==> src/design/fast_atan2_approx_assert.svh <==
// Assertion macros for the approximate arctangent block.
// Depends on nothing; users provide i_clk and i_rst_n in scope.
`ifndef FAST_ATAN2_APPROX_ASSERT_SVH
`define FAST_ATAN2_APPROX_ASSERT_SVH
`ifndef SYNTHESIS
`define FA2_ASSERT_SAME(label, ante, cons) \
    label: assert property (@(posedge i_clk) disable iff (!i_rst_n) (ante) |-> (cons)) \
        else $error("fast_atan2_approx: check failed");
`define FA2_ASSERT_NEXT(label, ante, cons) \
    label: assert property (@(posedge i_clk) disable iff (!i_rst_n) (ante) |=> (cons)) \
        else $error("fast_atan2_approx: check failed");
`else
`define FA2_ASSERT_SAME(label, ante, cons)
`define FA2_ASSERT_NEXT(label, ante, cons)
`endif
`endif

==> src/design/fa2_pkg.sv <==
// Shared constants, types and helper function of the arctangent pipeline.
// Depends on nothing.
package fa2_pkg;

    // Binary32 constants.
    localparam logic [31:0] COEF_A_BITS  = 32'h3F78EED2;
    localparam logic [31:0] COEF_B_BITS  = 32'hBE448E01;
    localparam logic [31:0] PI_BITS      = 32'h40490FDB;
    localparam logic [31:0] HALF_PI_BITS = 32'h3FC90FDB;
    localparam logic [31:0] CANON_NAN    = 32'h7FC00000;
    localparam logic [31:0] SIGN_MASK    = 32'h80000000;
    localparam int          SIGN_BIT     = 31;
    localparam logic [30:0] INF_MAG      = 31'h7F800000;
    localparam logic [7:0]  EXP_MAX      = 8'hFF;

    // Unrounded value: leading one at bit 26, sticky folded into bit 0.
    typedef struct packed {
        logic              sign;
        logic signed [9:0] exp;
        logic [26:0]       mant;
    } t_unr;

    // Side information that travels with each word down the pipeline.
    typedef struct packed {
        logic        spec;
        logic [31:0] spec_bits;
        logic [31:0] off;
        logic        neg;
        logic [31:0] z;
    } t_tag;

    // Leading zero count of a 48-bit word; 48 when the word is zero.
    function automatic logic [5:0] lzc48(input logic [47:0] v);
        logic [5:0] n;
        n = 6'd48;
        for (int i = 0; i < 48; i++) begin
            if (v[i]) begin
                n = 6'(47 - i);
            end
        end
        return n;
    endfunction

endpackage

==> src/design/fa2_rnd.sv <==
// Two-stage round-to-nearest-even and packing of an unrounded binary32 value.
// Depends on fa2_pkg.
module fa2_rnd (
    input  logic          i_clk,
    input  logic          i_rst_n,
    input  logic          i_valid,
    input  fa2_pkg::t_unr i_unr,
    input  fa2_pkg::t_tag i_tag,
    output logic          o_valid,
    output logic [31:0]   o_bits,
    output fa2_pkg::t_tag o_tag
);

    logic          n_ovf, r_ovf;
    logic [7:0]    n_ef, r_ef;
    logic [26:0]   n_m, r_m;
    logic          r_sign, r1_valid, r2_valid;
    logic [31:0]   r_bits;
    fa2_pkg::t_tag r1_tag, r2_tag;
    logic [10:0]   sh_full;
    logic [4:0]    sh;
    logic [53:0]   wide;
    logic          inc;
    logic [30:0]   word;

    // Subnormal shift and biased exponent field.
    always_comb begin
        n_ovf   = 1'b0;
        n_m     = i_unr.mant;
        n_ef    = 8'd0;
        sh_full = 11'sd1 - 11'($signed(i_unr.exp));
        sh      = (sh_full > 11'd27) ? 5'd27 : sh_full[4:0];
        wide    = {i_unr.mant, 27'b0} >> sh;
        if ($signed(i_unr.exp) <= 10'sd0) begin
            n_m = {wide[53:28], wide[27] | (|wide[26:0])};
        end else if ($signed(i_unr.exp) >= 10'sd255) begin
            n_ovf = 1'b1;
        end else begin
            n_ef = i_unr.exp[7:0] - 8'd1;
        end
        if (i_unr.mant == 27'd0) begin
            n_ef  = 8'd0;
            n_ovf = 1'b0;
        end
    end

    always_ff @(posedge i_clk) begin
        if (!i_rst_n) begin
            r1_valid <= 1'b0;
        end else begin
            r1_valid <= i_valid;
        end
        r_ovf  <= n_ovf;
        r_ef   <= n_ef;
        r_m    <= n_m;
        r_sign <= i_unr.sign;
        r1_tag <= i_tag;
    end

    // Rounding increment; a carry runs on into the exponent field.
    always_comb begin
        inc  = r_m[2] & (r_m[3] | r_m[1] | r_m[0]);
        word = {r_ef, 23'b0} + {7'b0, r_m[26:3]} + {30'b0, inc};
    end

    always_ff @(posedge i_clk) begin
        if (!i_rst_n) begin
            r2_valid <= 1'b0;
        end else begin
            r2_valid <= r1_valid;
        end
        r_bits <= r_ovf ? {r_sign, fa2_pkg::EXP_MAX, 23'b0} : {r_sign, word};
        r2_tag <= r1_tag;
    end

    assign o_valid = r2_valid;
    assign o_bits  = r_bits;
    assign o_tag   = r2_tag;

endmodule

==> src/design/fa2_mul.sv <==
// Five-stage binary32 multiplier for finite operands, gradual underflow.
// Depends on fa2_pkg and fa2_rnd.
module fa2_mul (
    input  logic          i_clk,
    input  logic          i_rst_n,
    input  logic          i_valid,
    input  logic [31:0]   i_a,
    input  logic [31:0]   i_b,
    input  fa2_pkg::t_tag i_tag,
    output logic          o_valid,
    output logic [31:0]   o_res,
    output fa2_pkg::t_tag o_tag
);

    logic [7:0]        ea, eb;
    logic [23:0]       ma, mb;
    logic              r1_valid, r2_valid, r3_valid;
    logic              r1_sign, r2_sign;
    logic signed [9:0] r1_e, r2_e;
    logic [47:0]       r1_p, r2_p, n_p, shp;
    logic [5:0]        r2_lz;
    fa2_pkg::t_tag     r1_tag, r2_tag, r3_tag;
    fa2_pkg::t_unr     n_unr, r_unr;

    // Unpack and form the mantissa product.
    always_comb begin
        ea  = (i_a[30:23] == 8'd0) ? 8'd1 : i_a[30:23];
        eb  = (i_b[30:23] == 8'd0) ? 8'd1 : i_b[30:23];
        ma  = {i_a[30:23] != 8'd0, i_a[22:0]};
        mb  = {i_b[30:23] != 8'd0, i_b[22:0]};
        n_p = ma * mb;
    end

    // Normalising shift of the product.
    always_comb begin
        shp        = r2_p << r2_lz;
        n_unr.sign = r2_sign;
        n_unr.exp  = r2_e - $signed({4'b0, r2_lz});
        n_unr.mant = {shp[47:22], shp[21] | (|shp[20:0])};
    end

    always_ff @(posedge i_clk) begin
        if (!i_rst_n) begin
            r1_valid <= 1'b0;
            r2_valid <= 1'b0;
            r3_valid <= 1'b0;
        end else begin
            r1_valid <= i_valid;
            r2_valid <= r1_valid;
            r3_valid <= r2_valid;
        end
        r1_sign <= i_a[31] ^ i_b[31];
        r1_e    <= $signed({2'b00, ea}) + $signed({2'b00, eb}) - 10'sd126;
        r1_p    <= n_p;
        r1_tag  <= i_tag;
        r2_sign <= r1_sign;
        r2_e    <= r1_e;
        r2_p    <= r1_p;
        r2_lz   <= fa2_pkg::lzc48(r1_p);
        r2_tag  <= r1_tag;
        r_unr   <= n_unr;
        r3_tag  <= r2_tag;
    end

    fa2_rnd u_rnd (
        .i_clk   (i_clk),
        .i_rst_n (i_rst_n),
        .i_valid (r3_valid),
        .i_unr   (r_unr),
        .i_tag   (r3_tag),
        .o_valid (o_valid),
        .o_bits  (o_res),
        .o_tag   (o_tag)
    );

endmodule

==> config.mk <==
export PLATFORM = sky130hd
export DESIGN_NAME = fa2_mul
export DESIGN_NICKNAME = d
export VERILOG_FILES = /design/src/design/fast_atan2_approx_assert.svh /design/src/design/fa2_pkg.sv /design/src/design/fa2_rnd.sv /design/src/design/fa2_mul.sv
export SDC_FILE = /design/constraint.sdc
export NUM_CORES = 2
export LEC_CHECK = 0
export ABC_AREA = 1
export BUFFER_PORTS_ARGS = -buffer_cell sky130_fd_sc_hd__buf_2
export CORE_MARGIN = 5
export CORE_UTILIZATION = 47
export CTS_CLUSTER_DIAMETER = 150
export DETAILED_ROUTE_END_ITERATION = 10
export HOLD_SLACK_MARGIN = 0.02
export PLACE_DENSITY = 0.67
export SKIP_CTS_REPAIR_TIMING = 1
export SLEW_MARGIN = 20
export SYNTH_ARGS = -nofsm -noshare
export SYNTH_HDL_FRONTEND = slang
export SYNTH_SLANG_ARGS = --single-unit
==> constraint.sdc <==
create_clock -name i_clk -period 6.69 [get_ports i_clk]
set_input_delay 0.669 -clock i_clk [delete_from_list [all_inputs] [get_ports i_clk]]
set_output_delay 0.669 -clock i_clk [all_outputs]
set_load 0.01 [all_outputs]
# Word-level counts from Yosys, hierarchy flattened
# Cells that the tools add are included.
word_totals:
  word_cells: 136
  reg_bits: 726
  mem_bits_rw: 0
  latchBits: 0
  input_bits: 165
  memories: 0
  romBits: 0
classes:
  n_eq_ne: 0
  addsub: 7
  div: 0
  multipliers: 1
  muxes: 52
  reduce_logical: 14
  n_lt_le_gt_ge: 3
  n_shift: 2
  bitwise_logic: 6
ops:
  columns: ["operator", "n"]
  rows:
  - ["5-bit two-way mux", 18]
  - ["6-bit two-way mux", 15]
  - ["54-bit by 5-bit >> shifter with 54-bit output", 1]
  - ["24-bit by 24-bit multiplier with 48-bit output", 1]
  - ["48-bit by 6-bit left shift with 48-bit output", 1]
  - ["4-bit two-way mux", 8]
  - ["32-bit OR reduction", 1]
  - ["31-bit by 1-bit adder with 31-bit output", 1]
  - ["31-bit by 24-bit adder with 31-bit output", 1]
  - ["27-bit zero test", 1]
  - ["27-bit two-way mux", 1]
  - ["27-bit OR reduction", 1]
  - ["21-bit OR reduction", 1]
  - ["8-bit zero test", 2]
  - ["8-bit two-way mux", 2]
  - ["8-bit nonzero test", 2]
  - ["16-bit OR reduction", 1]
  - ["3-bit two-way mux", 4]
  - ["11-bit by 5-bit greater-than comparator with 1-bit output, second input constant", 1]
  - ["2-bit by 10-bit subtractor with 11-bit output, first input constant", 1]
  - ["10-bit by 9-bit >= comparator with 1-bit output, second input constant", 1]
  - ["10-bit by 1-bit less-or-equal comparator with 1-bit output, second input constant", 1]
  - ["10-bit by 7-bit subtractor with 10-bit output", 1]
  - ["9-bit by 7-bit subtractor with 10-bit output, second input constant", 1]
  - ["other kinds (11)", 17]

# Longest topological paths before layout
logic_depth:
  depth_word: 47
  ltp_mapped: 47

# Hierarchy
# From an unflattened synthesis, not the netlist that was laid out.
unflattened:
  hier_cells: 4536
  area_unflattened_um2: 40526.4
by_module_without_submodules:
  columns: ["module", "area_per_inst_um2", "cells_each", "instances"]
  rows:
  - ["fa2_mul", 31669.1, 3585, 1]
  - ["fa2_rnd", 8857.2, 951, 1]

# Least setup slack after synthesis
# Ideal clock, no wire load.
synth_path:
  path_type: "input to register"
  from: "in i_a[30]"
  to: "reg r1_p[45]"
  required_ns: 6.563
  arrival_time_ns: 7.007
  path_stages: 27
  slack_ns: -0.444
  path_cell_list: "or4_1 -> nor2_1 -> clkbuf_1 -> nor2_1 -> fa_1 -> fa_1 -> fa_1 -> inv_1 -> fa_1 -> fa_1 -> fa_1 -> inv_1 -> fa_1 -> ha_1 -> a21oi_1 -> inv_1 -> a31oi_1 -> o31ai_4 -> nand2_2 -> nand2_2 -> nand2_2 -> nand2_2 -> nand3_2 -> o211ai_2 -> a21oi_2 -> o31ai_2 -> xor2_1"
synth_via:
  elab_chain_len: 2
synth_rtl:
  columns: ["item", "line_no", "source"]
  rows:
  - ["start: declaration", "fa2_mul.sv:7", "input logic [31:0] i_a,"]
  - ["8-bit nonzero test", "fa2_mul.sv:29", "ma = {i_a[30:23] != 8'd0, i_a[22:0]};"]
  - ["24-bit by 24-bit multiplier with 48-bit output", "fa2_mul.sv:31", "n_p = ma * mb;"]
  - ["named net n_p[45]", "fa2_mul.sv:20", "logic [47:0] r1_p, r2_p, n_p, shp;"]
  - ["end signal: assignment", "fa2_mul.sv:54", "r1_p <= n_p;"]
  - ["end: declaration", "fa2_mul.sv:20", null]
# The timed path passes the listed nets, and every way through them passes these cells.
# A chain may end at the register's enable or synchronous reset.

# Final worst setup path
layout_path:
  from: "in i_b[30]"
  to: "reg r1_p[45]"
layout_via:
  elab_chain_len: 2
layout_rtl:
  columns: ["item", "line_no", "source"]
  rows:
  - ["start: declaration", "fa2_mul.sv:8", "input logic [31:0] i_b,"]
  - ["8-bit nonzero test", "fa2_mul.sv:30", "mb = {i_b[30:23] != 8'd0, i_b[22:0]};"]
  - ["24-bit by 24-bit multiplier with 48-bit output", "fa2_mul.sv:31", null]
  - ["named net n_p[45]", "fa2_mul.sv:20", null]
# The timed path passes the listed nets, and every way through them passes these cells.

==> metrics.txt <==
outcome finished clean; Slew @ Worst Pin 0.917 ns; Syn Inst Count 4397; Worst setup EP type flip-flop; GP Congestion 0.912; unrepaired setup endpoints after global routing no; Ports 296; final critical-path share of the clock period 95.3%; Die ar. 90800 sq um; Total GRT Usage 20.0%; Final ANT Viol Nets 0; minimum clock period 6.37 ns; Fillers 7486; drt pass-1 iters 5; commonest cells after routing, fill and taps aside 1024 x nand2_1, 897 x inv_1, 726 x dfxtp_1, 482 x fa_1, 295 x buf_2; most common cell after layout, fill and taps aside nand2_1; initial antenna violation count 5; Critical Path Max Stage Delay 0.61 ns; first-pass GRT wire length 148 mm; TritonCTS clock tree built; Fin Hold WS 0.142 ns; initial drt markers 1683; Yosys cell types 69; maxcap violations 0; register clock-pin slew on the reported worst setup and hold paths 0.07 ns; final hold vios 0; WP data arrival 6.86 ns; DIE WIDTH 301 um; dpl hpwl 75.1 mm; Area growth syn-to-layout 16.2%; HP Class in -> reg; via count 28600; Highest Clock Rate 157 MHz; clk_lat worst skew 0.62 ns; YS warnings 0; Top FF cell, synth dfxtp_1; Slowest-stage cell, CP or4_1; FFs w/ async S/R, synth 0%; register bit total from synthesis 726; number of global-route vias before repair 29100; crit path kind in -> reg; final worst clock skew 0.0443 ns; Crit Path Max Fanout 15; worst relative slew slack 38.7%; Sink Count 726; CTS H-tree lvls 3; Worst Slack Setup Final 0.318 ns; Multi-input gate area 21300 sq um; DRT Wirelength 90.1 mm; largest net degree at the start of global routing 55; Placeable Area 84000 sq um; CP Launch Type input port; FF+latch area 14500 sq um; Port Buffers 295; post-synthesis sequential area ratio 36.4%; Req. time, crit path 7.18 ns; die height 301 um; Residual DRC 0; Root Driver clkbuf_16; Starting Density 47.5%; ratio of cells with drive above 1 in the final layout 14.8%; GR Overflow Total 0; syn_area_per_cell 9.08 sq um; Max Slew Vio Count 0; Post-Syn Area 39900 sq um; clk buf depth 3; routed vias/inst 4.76; Post-synth EDFFs 0; dpl ws -0.320 ns; routed len/inst 15.0 um; reg2reg setup slack 2.13 ns; final setup fails 0; Nets 5666; TritonCTS buffer count 68; syn nets 5250; row count 106
[cell families after synthesis]
group | synth area share [%]
and+or+nand+nor | 13.9
buffers and inverters | 10.3
DFF | 36.4
adders and majority gates | 30.7
AOI/OAI and AO/OA | 6.58
xor gates and xnor gates | 1.40
muxes | 0.702
[routing by layer]
layer	up-vias	share of wire (%)	global-route usage, %
met4	6	2.0	4.55
met5	-	0.051	0
met3	133	7.0	3.59
met2	847	50	35.7
li1	14000	-	-
met1	13500	41	25.4
[synth_stat cells, types with 15 or more instances]
library cell  number  share of area, %
a21oi_1           95               1.2
o21ai_0          168               2.1
nor2_1           152               1.4
dfxtp_1          726                36
nand2_1         1024               9.6
fa_1             484                24
xnor2_1           20              0.44
ha_1             204               6.4
mux2i_1           28              0.70
a31oi_1           24              0.38
o21ai_1           53              0.66
inv_1            897               8.4
nor3_1            26              0.33
nand2_2           15              0.24
clkbuf_1         152               1.4
nand4_1           18              0.28
nand3_1           81               1.0
xor2_1            44              0.97
[flip-flops by register name, summed over array words and instances, names as in the netlist]
signal and count:
r1_e 10, r1_p 48, r1_sign 1, r1_tag 98, r1_valid 1, r2_e 10, r2_lz 6, r2_p 48
r2_sign 1, r2_tag 98, r2_valid 1, r3_tag 98, r3_valid 1, r_unr 38, u_rnd.o_bits 32, u_rnd.o_tag 98
u_rnd.o_valid 1, u_rnd.r1_tag 98, u_rnd.r1_valid 1, u_rnd.r_ef 8, u_rnd.r_m 27, u_rnd.r_ovf 1, u_rnd.r_sign 1
[worst paths after layout]
| check | endpoint | start | depth (start not counted) |
|---|---|---|---|
| setup / recovery | r1_p[45]$_DFF_P_ | i_b[30] | 30 |
| hold / removal | r1_tag[48]$_DFF_P_ | i_tag[48] | 1 |
| setup reg to reg | u_rnd.r_m[0]$_DFF_P_ | r_unr[28]$_DFF_P_ | 17 |
| hold reg to reg | r2_tag[47]$_DFF_P_ | r1_tag[47]$_DFF_P_ | 0 |
[stage by stage]
stage	TNS, ns	instances	utilization (%)	cell area, sq um
2_1_floorplan	0	4397	-	40000
3_3_place_gp	-1.30	5877	52.4	44000
3_5_place_dp	-2.64	5877	52.4	44000
4_1_cts	0	6000	55.2	46400
5_1_grt	0	6000	55.2	46400
6_report	0	6002	55.2	46400
[critical path: cells and delay by family]
kind | cells | cell delay, ns
buf+inv | 7 | 0.61
xor+xnor | 1 | 0.14
fa+ha+maj | 8 | 3.42
compound gates | 6 | 0.84
simple gates | 8 | 1.15
[area by class of cell]
type                            instances  share of cell area (%)
Antenna cell                            2                  0.0108
Clock buffer                           90                    4.15
Clock inverter                         33                    1.06
Inverter                              911                    7.37
Multi-Input combinational cell       2584                    45.9
Sequential cell                       726                    31.3
Tap cell                             1134                    3.06
Timing Repair Buffer                  522                    7.10
Power is not shown: default switching activity piles up to over one toggle a cycle in this logic, so the estimate is an artifact.
