==> src/design/fast_atan2_approx_assert.svh <==
// Assertion macros for the approximate arctangent block.
// Depends on nothing; users provide i_clk and i_rst_n in scope.
`ifndef FAST_ATAN2_APPROX_ASSERT_SVH
`define FAST_ATAN2_APPROX_ASSERT_SVH
`ifndef SYNTHESIS
`define FA2_ASSERT_SAME(label, ante, cons) \
    label: assert property (@(posedge i_clk) disable iff (!i_rst_n) (ante) |-> (cons)) \
        else $error("fast_atan2_approx: check failed");
`define FA2_ASSERT_NEXT(label, ante, cons) \
    label: assert property (@(posedge i_clk) disable iff (!i_rst_n) (ante) |=> (cons)) \
        else $error("fast_atan2_approx: check failed");
`else
`define FA2_ASSERT_SAME(label, ante, cons)
`define FA2_ASSERT_NEXT(label, ante, cons)
`endif
`endif

==> src/design/fa2_pkg.sv <==
// Shared constants, types and helper function of the arctangent pipeline.
// Depends on nothing.
package fa2_pkg;

    // Binary32 constants.
    localparam logic [31:0] COEF_A_BITS  = 32'h3F78EED2;
    localparam logic [31:0] COEF_B_BITS  = 32'hBE448E01;
    localparam logic [31:0] PI_BITS      = 32'h40490FDB;
    localparam logic [31:0] HALF_PI_BITS = 32'h3FC90FDB;
    localparam logic [31:0] CANON_NAN    = 32'h7FC00000;
    localparam logic [31:0] SIGN_MASK    = 32'h80000000;
    localparam int          SIGN_BIT     = 31;
    localparam logic [30:0] INF_MAG      = 31'h7F800000;
    localparam logic [7:0]  EXP_MAX      = 8'hFF;

    // Unrounded value: leading one at bit 26, sticky folded into bit 0.
    typedef struct packed {
        logic              sign;
        logic signed [9:0] exp;
        logic [26:0]       mant;
    } t_unr;

    // Side information that travels with each word down the pipeline.
    typedef struct packed {
        logic        spec;
        logic [31:0] spec_bits;
        logic [31:0] off;
        logic        neg;
        logic [31:0] z;
    } t_tag;

    // Leading zero count of a 48-bit word; 48 when the word is zero.
    function automatic logic [5:0] lzc48(input logic [47:0] v);
        logic [5:0] n;
        n = 6'd48;
        for (int i = 0; i < 48; i++) begin
            if (v[i]) begin
                n = 6'(47 - i);
            end
        end
        return n;
    endfunction

endpackage

==> src/design/fa2_rnd.sv <==
// Two-stage round-to-nearest-even and packing of an unrounded binary32 value.
// Depends on fa2_pkg.
module fa2_rnd (
    input  logic          i_clk,
    input  logic          i_rst_n,
    input  logic          i_valid,
    input  fa2_pkg::t_unr i_unr,
    input  fa2_pkg::t_tag i_tag,
    output logic          o_valid,
    output logic [31:0]   o_bits,
    output fa2_pkg::t_tag o_tag
);

    logic          n_ovf, r_ovf;
    logic [7:0]    n_ef, r_ef;
    logic [26:0]   n_m, r_m;
    logic          r_sign, r1_valid, r2_valid;
    logic [31:0]   r_bits;
    fa2_pkg::t_tag r1_tag, r2_tag;
    logic [10:0]   sh_full;
    logic [4:0]    sh;
    logic [53:0]   wide;
    logic          inc;
    logic [30:0]   word;

    // Subnormal shift and biased exponent field.
    always_comb begin
        n_ovf   = 1'b0;
        n_m     = i_unr.mant;
        n_ef    = 8'd0;
        sh_full = 11'sd1 - 11'($signed(i_unr.exp));
        sh      = (sh_full > 11'd27) ? 5'd27 : sh_full[4:0];
        wide    = {i_unr.mant, 27'b0} >> sh;
        if ($signed(i_unr.exp) <= 10'sd0) begin
            n_m = {wide[53:28], wide[27] | (|wide[26:0])};
        end else if ($signed(i_unr.exp) >= 10'sd255) begin
            n_ovf = 1'b1;
        end else begin
            n_ef = i_unr.exp[7:0] - 8'd1;
        end
        if (i_unr.mant == 27'd0) begin
            n_ef  = 8'd0;
            n_ovf = 1'b0;
        end
    end

    always_ff @(posedge i_clk) begin
        if (!i_rst_n) begin
            r1_valid <= 1'b0;
        end else begin
            r1_valid <= i_valid;
        end
        r_ovf  <= n_ovf;
        r_ef   <= n_ef;
        r_m    <= n_m;
        r_sign <= i_unr.sign;
        r1_tag <= i_tag;
    end

    // Rounding increment; a carry runs on into the exponent field.
    always_comb begin
        inc  = r_m[2] & (r_m[3] | r_m[1] | r_m[0]);
        word = {r_ef, 23'b0} + {7'b0, r_m[26:3]} + {30'b0, inc};
    end

    always_ff @(posedge i_clk) begin
        if (!i_rst_n) begin
            r2_valid <= 1'b0;
        end else begin
            r2_valid <= r1_valid;
        end
        r_bits <= r_ovf ? {r_sign, fa2_pkg::EXP_MAX, 23'b0} : {r_sign, word};
        r2_tag <= r1_tag;
    end

    assign o_valid = r2_valid;
    assign o_bits  = r_bits;
    assign o_tag   = r2_tag;

endmodule

==> src/design/fa2_add.sv <==
// Seven-stage binary32 adder for finite operands, gradual underflow.
// Depends on fa2_pkg and fa2_rnd.
module fa2_add (
    input  logic          i_clk,
    input  logic          i_rst_n,
    input  logic          i_valid,
    input  logic [31:0]   i_a,
    input  logic [31:0]   i_b,
    input  fa2_pkg::t_tag i_tag,
    output logic          o_valid,
    output logic [31:0]   o_res,
    output fa2_pkg::t_tag o_tag
);

    logic [31:0]   big, sml;
    logic [7:0]    e_big, e_sml;
    logic [4:0]    shamt;
    logic [53:0]   wide;
    logic [27:0]   shs;
    logic [4:0]    r_valid;
    fa2_pkg::t_tag r_tag [0:4];
    logic          r1_sign, r1_sub, r2_sign, r2_sub, r3_sign, r3_sub, r4_sign, r4_sub;
    logic [7:0]    r1_e, r2_e, r3_e, r4_e, r1_d;
    logic [23:0]   r1_mb, r1_ms;
    logic [26:0]   r2_mb, r2_ms;
    logic [27:0]   r3_s, r4_s;
    logic [5:0]    r4_lz;
    fa2_pkg::t_unr n_unr, r_unr;

    // Order by magnitude and find the exponent difference.
    always_comb begin
        if (i_b[30:0] > i_a[30:0]) begin
            big = i_b;
            sml = i_a;
        end else begin
            big = i_a;
            sml = i_b;
        end
        e_big = (big[30:23] == 8'd0) ? 8'd1 : big[30:23];
        e_sml = (sml[30:23] == 8'd0) ? 8'd1 : sml[30:23];
    end

    // Alignment of the smaller operand with a sticky bit.
    always_comb begin
        shamt = (r1_d > 8'd27) ? 5'd27 : r1_d[4:0];
        wide  = {r1_ms, 3'b0, 27'b0} >> shamt;
    end

    // Normalisation; an exact cancellation gives +0.
    always_comb begin
        shs        = r4_s << r4_lz;
        n_unr.sign = r4_sign;
        n_unr.exp  = $signed({2'b00, r4_e}) + 10'sd1 - $signed({4'b0, r4_lz});
        n_unr.mant = {shs[27:2], shs[1] | shs[0]};
        if (r4_s == 28'd0) begin
            n_unr.sign = r4_sign & ~r4_sub;
            n_unr.mant = 27'd0;
        end
    end

    always_ff @(posedge i_clk) begin
        if (!i_rst_n) begin
            r_valid <= 5'd0;
        end else begin
            r_valid <= {r_valid[3:0], i_valid};
        end
        r_tag[0] <= i_tag;
        for (int k = 1; k < 5; k++) begin
            r_tag[k] <= r_tag[k-1];
        end
        r1_sign <= big[31];
        r1_sub  <= i_a[31] ^ i_b[31];
        r1_e    <= e_big;
        r1_d    <= e_big - e_sml;
        r1_mb   <= {big[30:23] != 8'd0, big[22:0]};
        r1_ms   <= {sml[30:23] != 8'd0, sml[22:0]};
        r2_sign <= r1_sign;
        r2_sub  <= r1_sub;
        r2_e    <= r1_e;
        r2_mb   <= {r1_mb, 3'b0};
        r2_ms   <= {wide[53:28], wide[27] | (|wide[26:0])};
        r3_sign <= r2_sign;
        r3_sub  <= r2_sub;
        r3_e    <= r2_e;
        r3_s    <= r2_sub ? ({1'b0, r2_mb} - {1'b0, r2_ms}) : ({1'b0, r2_mb} + {1'b0, r2_ms});
        r4_sign <= r3_sign;
        r4_sub  <= r3_sub;
        r4_e    <= r3_e;
        r4_s    <= r3_s;
        r4_lz   <= fa2_pkg::lzc48({r3_s, 20'b0});
        r_unr   <= n_unr;
    end

    fa2_rnd u_rnd (
        .i_clk   (i_clk),
        .i_rst_n (i_rst_n),
        .i_valid (r_valid[4]),
        .i_unr   (r_unr),
        .i_tag   (r_tag[4]),
        .o_valid (o_valid),
        .o_bits  (o_res),
        .o_tag   (o_tag)
    );

endmodule

==> config.mk <==
export PLATFORM = sky130hd
export DESIGN_NAME = fa2_add
export DESIGN_NICKNAME = d
export VERILOG_FILES = /design/src/design/fast_atan2_approx_assert.svh /design/src/design/fa2_pkg.sv /design/src/design/fa2_rnd.sv /design/src/design/fa2_add.sv
export SDC_FILE = /design/constraint.sdc
export NUM_CORES = 1
export LEC_CHECK = 0
export ABC_AREA = 1
export BUFFER_PORTS_ARGS = -buffer_cell sky130_fd_sc_hd__buf_2
export CAP_MARGIN = 5
export CORE_ASPECT_RATIO = 0.5
export CORE_MARGIN = 10
export CORE_UTILIZATION = 50
export DETAILED_ROUTE_END_ITERATION = 10
export PLACE_DENSITY_LB_ADDON = 0.15
export REMOVE_ABC_BUFFERS = 1
export SYNTH_ARGS = -nofsm -noshare
export SYNTH_HDL_FRONTEND = slang
export SYNTH_SLANG_ARGS = --single-unit
==> constraint.sdc <==
create_clock -name i_clk -period 5.35 [get_ports i_clk]
set_clock_uncertainty 0.2 [all_clocks]
set_input_delay 0.2675 -clock i_clk [delete_from_list [all_inputs] [get_ports i_clk]]
set_output_delay 0.2675 -clock i_clk [all_outputs]
set_load 0.01 [all_outputs]
; ---- After elaboration in Yosys (flattened, before gate mapping)
; Memory sizes are Yosys's and may differ from the RTL's. A register that Yosys moved wholly into a read port is not among the register bits.
; Index checks and enable logic that the tools add are counted.
[word_totals]
reg_bits = 421
ram_bits = 490
out_inout_bits = 131
elab_cells = 121
n_memories = 1
[mem_list]
columns = name, depth, word_bits, read_ports, rd_ports_with_merged_regs, write_ports, line_no
row1 = r_tag, 5, 98, 5, 1, 5, fa2_add.sv:21  ; fa2_pkg::t_tag r_tag [0:4];
[op_classes]
add_sub_neg = 9
n_lt_le_gt_ge = 5
n_shift = 3
muxes = 37
n_bitwise = 9
n_reduce_logical = 15
[ops]
columns = op, n
row1 = $shr A54 B5 Y54, 2
row2 = $reduce_or A27 Y1, 3
row3 = $mux W5, 13
row4 = $mux W32, 1
row5 = $mux W4, 8
row6 = $add A31 B1 Y31, 1
row7 = $add A31 B24 Y31, 1
row8 = $gt A31 B31 Y1, 1
row9 = $mux W31, 1
row10 = $add A27 B27 Y28, 1
row11 = $logic_not A28 Y1, 1
row12 = $mux W28, 1
row13 = $shl A28 B6 Y28, 1
row14 = $sub A27 B27 Y28, 1
row15 = $logic_not A27 Y1, 1
row16 = $mux W27, 1
row17 = $logic_not A8 Y1, 2
row18 = $mux W8, 2
row19 = $reduce_bool A8 Y1, 2
row20 = $reduce_or A16 Y1, 1
row21 = $mux W3, 4
row22 = $gt A11 B5 Y1 const B, 1
row23 = $sub A2 B10 Y11 const A, 1
row24 = $ge A10 B9 Y1 const B, 1
row25 = other kinds (17), 26

; ---- Depth between registers and ports, before layout
; Gate-level depths: netlist of run 1.
[logic_depth]
depth_word = 27
depth_mapped = 29
ltp_nobuf = 28

; ---- By module
; From an unflattened synthesis of run 1, not the netlist that was laid out.
[hier_totals]
hier_cells = 3190
area_unflattened_um2 = 31566.5
[by_module_without_submodules]
columns = module, n_inst, cells_per_inst, area_each_um2
row1 = fa2_add, 1, 2239, 22709.3
row2 = fa2_rnd, 1, 951, 8857.2

; ---- Least setup slack after synthesis of run 1
; Ideal clock, no wire load.
[synth_path]
kind = input port to flip-flop
from = input port i_a[2]
to = register r1_d[6]
arrival_ns = 3.494
t_required_ns = 5.078
path_slack_ns = 1.584
cell_stages = 27
n_path_buf = 1
cell_sequence = inv_1 ha_1 nand2_1 nor2_1 a211oi_1 o21ai_0 a21oi_1 nor2_1 o21ai_0 nand2_1 nand2_1 nand2_1 nand2_1 buf_2 nand2_1 o21ai_0 nand2_1 nor3_1 nand2_1 nand2_1 inv_1 ha_1 fa_1 o21ai_0 a21oi_1 o21ai_0 xor2_1
[synth_via]
elab_chain_cells = 5
elab_cells_between_ends = 8
cone_classes = add/sub: 1 / order compare: 1 / mux: 4 / reduce/logical: 2
[synth_lines]
columns = item, line_no
row1 = "start, declared", fa2_add.sv:7  ; input logic [31:0] i_a,
row2 = $gt A31 B31 Y1 *, fa2_add.sv:32  ; if (i_b[30:0] > i_a[30:0]) begin
row3 = $mux W32 *, fa2_add.sv:32
row4 = $logic_not A8 Y1, fa2_add.sv:39  ; e_big = (big[30:23] == 8'd0) ? 8'd1 : big[30:23];
row5 = $mux W8 *, fa2_add.sv:39
row6 = named net e_big[0], fa2_add.sv:16  ; logic [7:0] e_big, e_sml;
row7 = $sub A8 B8 Y8 *, fa2_add.sv:74  ; r1_d <= e_big - e_sml;
row8 = "end signal, assigned", fa2_add.sv:74
row9 = "end, declared", fa2_add.sv:23  ; logic [7:0] r1_e, r2_e, r3_e, r4_e, r1_d;
; Mark *: on every way through the listed nets, which the timed path passes. The rest lies on a longest branch.
; A chain may end at the register's enable or synchronous reset.

; ---- Final worst setup path of run 1
[layout_path]
from = input port i_a[1]
to = register r1_d[7]
[layout_via]
elab_chain_cells = 5
elab_cells_between_ends = 8
cone_classes = add/sub: 1 / order compare: 1 / mux: 4 / reduce/logical: 2
[layout_lines]
columns = item, line_no
row1 = $gt A31 B31 Y1 *, fa2_add.sv:32
row2 = $mux W32 / $mux W31 (equally long branches), fa2_add.sv:32
row3 = $logic_not A8 Y1 (on tied branches), "fa2_add.sv:39, fa2_add.sv:40"
row4 = $mux W8 (on tied branches), "fa2_add.sv:39, fa2_add.sv:40"
row5 = $sub A8 B8 Y8 *, fa2_add.sv:74
; Mark *: on every way between the ends. The rest lies on a longest branch, timed or not.

==> results.ini, run 1 <==
[run_status]
status = finished, final reports clean

[placement]
portBuffers = 295
placedCellCount = 4168
dp_slack_ps = 840
gp_congestion = 0.910
hpwl_um = 46700
place_area_um2 = 33100

[floorplan]
die_w_um = 372
design.portCount = 296
rows = 64
die-area_um2 = 72900
coreArea_um2 = 61300
fp.dieH_um = 196
initial_core_util_pct = 50.6

[synthesis]
synth_xor_area_share_pct = 1.24
synth_edf_count = 0
synth_top_family_by_area = simple AND/OR/NAND/NOR gates
synth-simple-area-share_pct = 13.4
synth-seq-cells = 1009
synth-warning-count = 0
synth-compound-area-share_pct = 9.31
synthAdderAreaFrac_pct = 4.68
ys_async_sr_fraction_pct = 0
postSynthCellCount = 3140
ys.flop_type = dfxtp_1
avgSynthCellArea_um2 = 9.87
yosysSeqAreaShare_pct = 65.2
ys_types = 52
synth_area_um2 = 31000
synthMuxAreaShare_pct = 0.779

[worst_setup_path]
slowest_stage = dlygate4sd3_1
setup.worst_path.start_class = input port
worst_path_most_repeated_cell = nand2_1
crit_fanout = 7
cp-end-kind = flop
worstSetupPathType = in2reg
r2r_cells = 18
critPathMaxStageDelay_ps = 580
arrival_ps = 5520
worstPathRequired_ps = 5710

[final_layout]
areaGrowthSynthToFinish_pct = 22.2
fin_util_pct = 61.8
diodes = 0
drive_gt1_share_pct = 12.9
nets = 3903
design_area_um2 = 37900
fin_cells = 4515

[clock_tree]
cts_tree = done
clk_pin_slew_ps = 70
cts_buffers = 82
cts_max_level = 3
cts-root-buf = clkbuf_16
cts.sinks = 1009
clock_path_buffers = 3
clk_latency_ps = 650

[global_route]
grt_pass1_vias = 21000
grtUsageTotal_pct = 17.6
grt-ovfl-total = 0
antenna_found_initial = 0
grt_max_degree = 94
grt_pass1_wl_um = 105000

[power]
max-vdd-ir-drop_uv = 331
power_density_nw_per_um2 = 512
total_leakage_power_nw = 17.4
power_mw = 19.4

[timing]
worst_slew_pin_slew_ps = 989
final-max-slew-violation-count = 0
finalSetupTns_ps = 0
max_freq_ghz = 0.194
setup_viol = 0
fin_crit_sh_pct = 96.4
finalCriticalPeriod_ps = 5160
hold_viol_final = 0
setup_ws_ps = 192
whs_ps = 40.6
worst_slew_margin_rel_pct = 33.8

[routing]
vias = 21300
first_iter_violations = 1282
routedWlPerCell_um = 14.6
antenna_left = 0
drc = 0
routed_wl_um = 66100
dr.pass1.iters = 6
vias_per_cell = 4.71

[min_path]
holdPathStages = 7
hold_class = in2reg

[job]
drv_cap = 0

critical path, delay by kind of cell:
kind	cells	cell delay [ps]
AO/OA/AOI/OAI	10	1520
XOR/XNOR	1	160
adder cells (fa/ha/maj)	2	500
buffers and inverters	6	1960
AND/OR/NAND/NOR	12	1090
synth_stat cells, types with 4 or more instances:
cell	n	area [µm²]
dfxtp_1	1009	20200
nand2_1	596	2240
inv_1	319	1200
o21ai_0	236	1180
nor2_1	179	672
a21oi_1	134	671
nand3_1	123	616
ha_1	111	1390
clkbuf_1	70	263
o21ai_1	42	210
nor3_1	41	205
xor2_1	38	333
nand4_1	28	175
mux2i_1	23	230
buf_2	19	95.1
o22ai_1	15	93.8
nor4_1	12	75.1
a31oi_1	11	68.8
o211ai_1	11	82.6
o32ai_1	9	78.8
a211oi_1	8	60.1
o21a_1	8	60.1
o221ai_1	8	70.1
o21ai_2	7	61.3
o31ai_1	7	52.6
or2_2	7	43.8
buf_1	6	22.5
buf_6	6	67.6
o21bai_1	6	45.0
xnor2_1	6	52.6
o311ai_0	5	43.8
a21boi_0	4	30.0
layout by cell type, fill, tap and decap left out, drive strengths merged, types with 41 or more instances in the layout:
cell / netlist / final
a21oi: 134 / 134
nor2: 184 / 184
ha: 111 / 111
nand2: 600 / 601
inv: 322 / 326
nand3: 123 / 123
nor3: 41 / 41
dlygate4sd3: 0 / 194
clkbuf: 70 / 112
dfxtp: 1009 / 1009
buf: 32 / 307
o21ai: 285 / 285
per-layer routing:
| metal | up-vias | routed length [µm] | GRT usage, % | share of wire [%] |
|---|---|---|---|---|
| met5 | - | 0 | 0 | 0 |
| met4 | 0 | 2030 | 6.02 | 3.1 |
| met3 | 146 | 3270 | 3.68 | 4.9 |
| met1 | 9484 | 30600 | 22.6 | 46 |
| li1 | 11100 | - | - | - |
| met2 | 511 | 30200 | 29.2 | 46 |
path summary, 6_finish.rpt:
kind                                  from                      end  slack [ps]
setup / recovery                    i_a[1]          r1_d[7]$_DFF_P_         190
hold / removal                     i_b[23]          r1_d[0]$_DFF_P_          40
setup reg to reg         r_unr[28]$_DFF_P_     u_rnd.r_m[0]$_DFF_P_        1310
hold reg to reg   u_rnd.r1_tag[13]$_DFF_P_  u_rnd.o_tag[13]$_DFF_P_         100
kinds of logic (layout without fill, tap and decap cells):
| group | after synthesis | in the layout |
|---|---|---|
| AO/OA/AOI/OAI | 520 | 520 |
| XOR/XNOR | 44 | 44 |
| multiplexers | 24 | 24 |
| AND/OR/NAND/NOR | 1002 | 1003 |
| flip-flops | 1009 | 1009 |
| adder cells (fa/ha/maj) | 114 | 114 |
| buffers and inverters | 427 | 976 |
cell type report:
| type | instances | area [µm²] |
|---|---|---|
| multi-input combinational | 1705 | 9170 |
| fill | 5127 | 23400 |
| tap | 825 | 1030 |
| timing repair buffer | 501 | 3510 |
| sequential | 1009 | 20200 |
| clock inverter | 38 | 418 |
| clock buffer | 112 | 2320 |
| inverter | 325 | 1220 |
power breakdown:
group,switching (mW),internal [mW],leakage [nW],total [mW]
Clock,2.70,3.29,1.33,5.99
Combinational,2.76,1.53,7.62,4.29
Sequential,0.555,8.55,8.49,9.11
timing repair:
item                                   in CTS  in global routing
setup buffers                               0                  2
setup endpoints to repair                   0                  2
hold buffers                              194                  0
endpoints found under the hold margin     165                  0
resized for setup                           0                  6
registers in the layout, summed over array words and instances (netlist names), 24 cells and up:
| signal | flops |
|---|---|
| r1_ms | 24 |
| r1_mb | 24 |
| r2_mb | 24 |
| u_rnd.o_bits | 32 |
| r2_ms | 27 |
| u_rnd.r1_tag | 98 |
| u_rnd.o_tag | 98 |
| u_rnd.r_m | 27 |
| r3_s | 28 |
| r_tag | 490 |
| r4_s | 28 |
| r_unr | 38 |
Power figures use the tool's default switching activity.
==> run 2: changes to the inputs <==
--- a/config.mk
+++ b/config.mk
@@ -8,9 +8,11 @@
 export ABC_AREA = 1
 export BUFFER_PORTS_ARGS = -buffer_cell sky130_fd_sc_hd__buf_2
 export CAP_MARGIN = 5
+export CELL_PAD_IN_SITES_DETAIL_PLACEMENT = 0
+export CELL_PAD_IN_SITES_GLOBAL_PLACEMENT = 2
 export CORE_ASPECT_RATIO = 0.5
 export CORE_MARGIN = 10
-export CORE_UTILIZATION = 50
+export CORE_UTILIZATION = 40
 export DETAILED_ROUTE_END_ITERATION = 10
 export PLACE_DENSITY_LB_ADDON = 0.15
 export REMOVE_ABC_BUFFERS = 1
==> run 2 against run 1 <==
Effect of this change:
- maximum frequency rose by 4.5%
- largest power group unchanged
- combinational power rose by 1%
- critical endpoint unchanged
- global-route usage fell by 2.5 points
- sequential power barely moved
- via count barely moved
- non-clock buffer count rose by 59
- core utilization fell by 11 points
==> results.ini, run 2 (synthesized netlist as in run 1, its figures left out) <==
[final_layout]
multi_input_area_um2 = 9180
fin_cells = 4787
largest_reg_flops = 490
register_area_um2 = 20200
fin_util_pct = 50.6
largest-register = r_tag
drive_gt1_share_pct = 12.9
nets = 3964
n_fill_cell = 7100
areaGrowthSynthToFinish_pct = 25.6
mostFrequentLayoutCells = dfxtp_1, nand2_1, inv_1
mostFrequentLayoutCell = dfxtp_1

[timing]
worst_slew_margin_rel_pct = 37.5
setup_viol = 0
rsz0062_at_grt = false
max_freq_ghz = 0.203
hold_viol_final = 0
finalCriticalPeriod_ps = 4940
whs_ps = 33.2
final-max-slew-violation-count = 0
fin_crit_sh_pct = 92.3
worst_slew_pin_slew_ps = 936

[run_status]
status = finished, final reports clean

[clock_tree]
clock_path_buffers = 3
cts_buffers = 84
cts_tree = done
cts_setup_buffers = 0
cts.sinks = 1009
cts_max_level = 3
clk_pin_slew_ps = 70
cts-root-buf = clkbuf_16
clk_latency_ps = 680

[power]
pwr-share-comb_pct = 21.9
power_density_nw_per_um2 = 511
intPower_mw = 13.8
seqPwrFrac_pct = 45.9
total_leakage_power_nw = 17.8
sw_frac_of_total_pct = 30.8
p_switching_mw = 6.12
max-vdd-ir-drop_uv = 286
clockPowerShare_pct = 32.2
power_mw = 19.9

[floorplan]
rows = 72
die-area_um2 = 89700
fp.dieH_um = 217
coreArea_um2 = 77000
initial_core_util_pct = 40.2
design.portCount = 296
die_w_um = 414

[worst_setup_path]
r2r_cells = 12
slowest_stage = dlygate4sd3_1
r2r_slack_ps = 1200
cp.buffers_inverters = 7
critPathCapture = r1_d[7]$_DFF_P_
arrival_ps = 5300
cp-end-kind = flop
worstSetupPathDepth = 25
worstPathRequired_ps = 5720
startpoint = i_a[7]
critPathMaxStageDelay_ps = 600
r2r_end = u_rnd.r_m[4]$_DFF_P_
crit_fanout = 16
worstSetupPathType = in2reg
reg2reg_from = r_unr[28]$_DFF_P_
path_delay_family = buffers and inverters
worst_path_most_repeated_cell = nand2_1
setup.worst_path.start_class = input port

[global_route]
grt-ovfl-total = 0
grt_pass1_vias = 21000
grtUsageTotal_pct = 15.1
grt_max_degree = 93
antenna_found_initial = 0
grt_pass1_wl_um = 110000

[routing]
maxUsedRoutingLayer = met4
m1WireLength_um = 33000
met3WireLength_um = 3250
routedWlPerCell_um = 14.6
drc = 0
dr.pass1.iters = 5
vias_per_cell = 4.44
wl_met2_um = 32200
first_iter_violations = 1102
antenna_left = 0
routed_wl_um = 69800
vias = 21300

[placement]
hpwl_um = 50500
gp_congestion = 0.836
portBuffers = 295
placedCellCount = 4384

[job]
drv_cap = 0

[min_path]
hold_path_startpoint = i_tag[75]
hold_class = in2reg

-- run 2: changes by cell type in the layout (fill, tap and decap cells not counted), sizes merged --
| cell | previous run | this run |
|---|---|---|
| buf | 307 | 310 |
| bufinv | 4 | 11 |
| clkbuf | 112 | 110 |
| clkinv | 26 | 24 |
| clkinvlp | 7 | 2 |
| diode | 0 | 1 |
| dlygate4sd3 | 194 | 250 |
| inv | 326 | 329 |
-- run 2: worst min-delay path by stage --
stage	slack (ps)	depth (start not counted)	endpoint
global route	2	2	r_tag[0][20]$_DFF_P_
floorplan	100	0	r_tag[0][0]$_DFF_P_
detailed placement	110	0	r2_mb[20]$_DFF_P_
finish	30	2	r_tag[0][75]$_DFF_P_
CTS	0.3	2	r_tag[0][83]$_DFF_P_
global placement	110	0	r_tag[3][67]$_DFF_P_
-- run 2: stage by stage --
stage | TNS [ps] | setup slack (ps) | area [µm²]
2_1_floorplan | -68.9 | -68.9 | 30500
3_3_place_gp | 0 | 808 | 33400
5_1_grt | 0 | 42.9 | 38900
4_1_cts | 0 | 156 | 38800
6_report | 0 | 414 | 38900
3_5_place_dp | 0 | 829 | 33400
-- run 2: per-layer routing --
metal  up-vias  GRT usage [%]
met5         -              0
met4         0           4.24
met3        89           3.59
met2       346           25.0
met1      9613           19.7
li1      11200              -
-- run 2: what timing repair did --
action,in CTS,in global routing
endpoints found under the setup margin,0,2
resized for setup,0,10
hold endpoints to repair,169,6
hold buffers,244,6
-- run 2: layout make-up --
| cell class | instances | area share, % |
|---|---|---|
| multi-input cells | 1705 | 23.6 |
| repair buffers | 560 | 10.5 |
| diodes | 1 | 0.00643 |
| inverters | 325 | 3.13 |
| clock buffers | 110 | 5.93 |
| clock inverters | 41 | 1.65 |
| well taps | 1036 | 3.33 |
| flip-flops and latches | 1009 | 51.9 |
-- run 2: power by group through the flow --
stage	combinational (mW)	sequential (mW)	clock, mW
floorplan	2.78	9.19	0
global placement	4.22	9.28	0
detailed placement	4.19	9.30	0
CTS	4.38	9.13	6.61
global route	4.98	9.24	6.93
finish	4.35	9.12	6.41
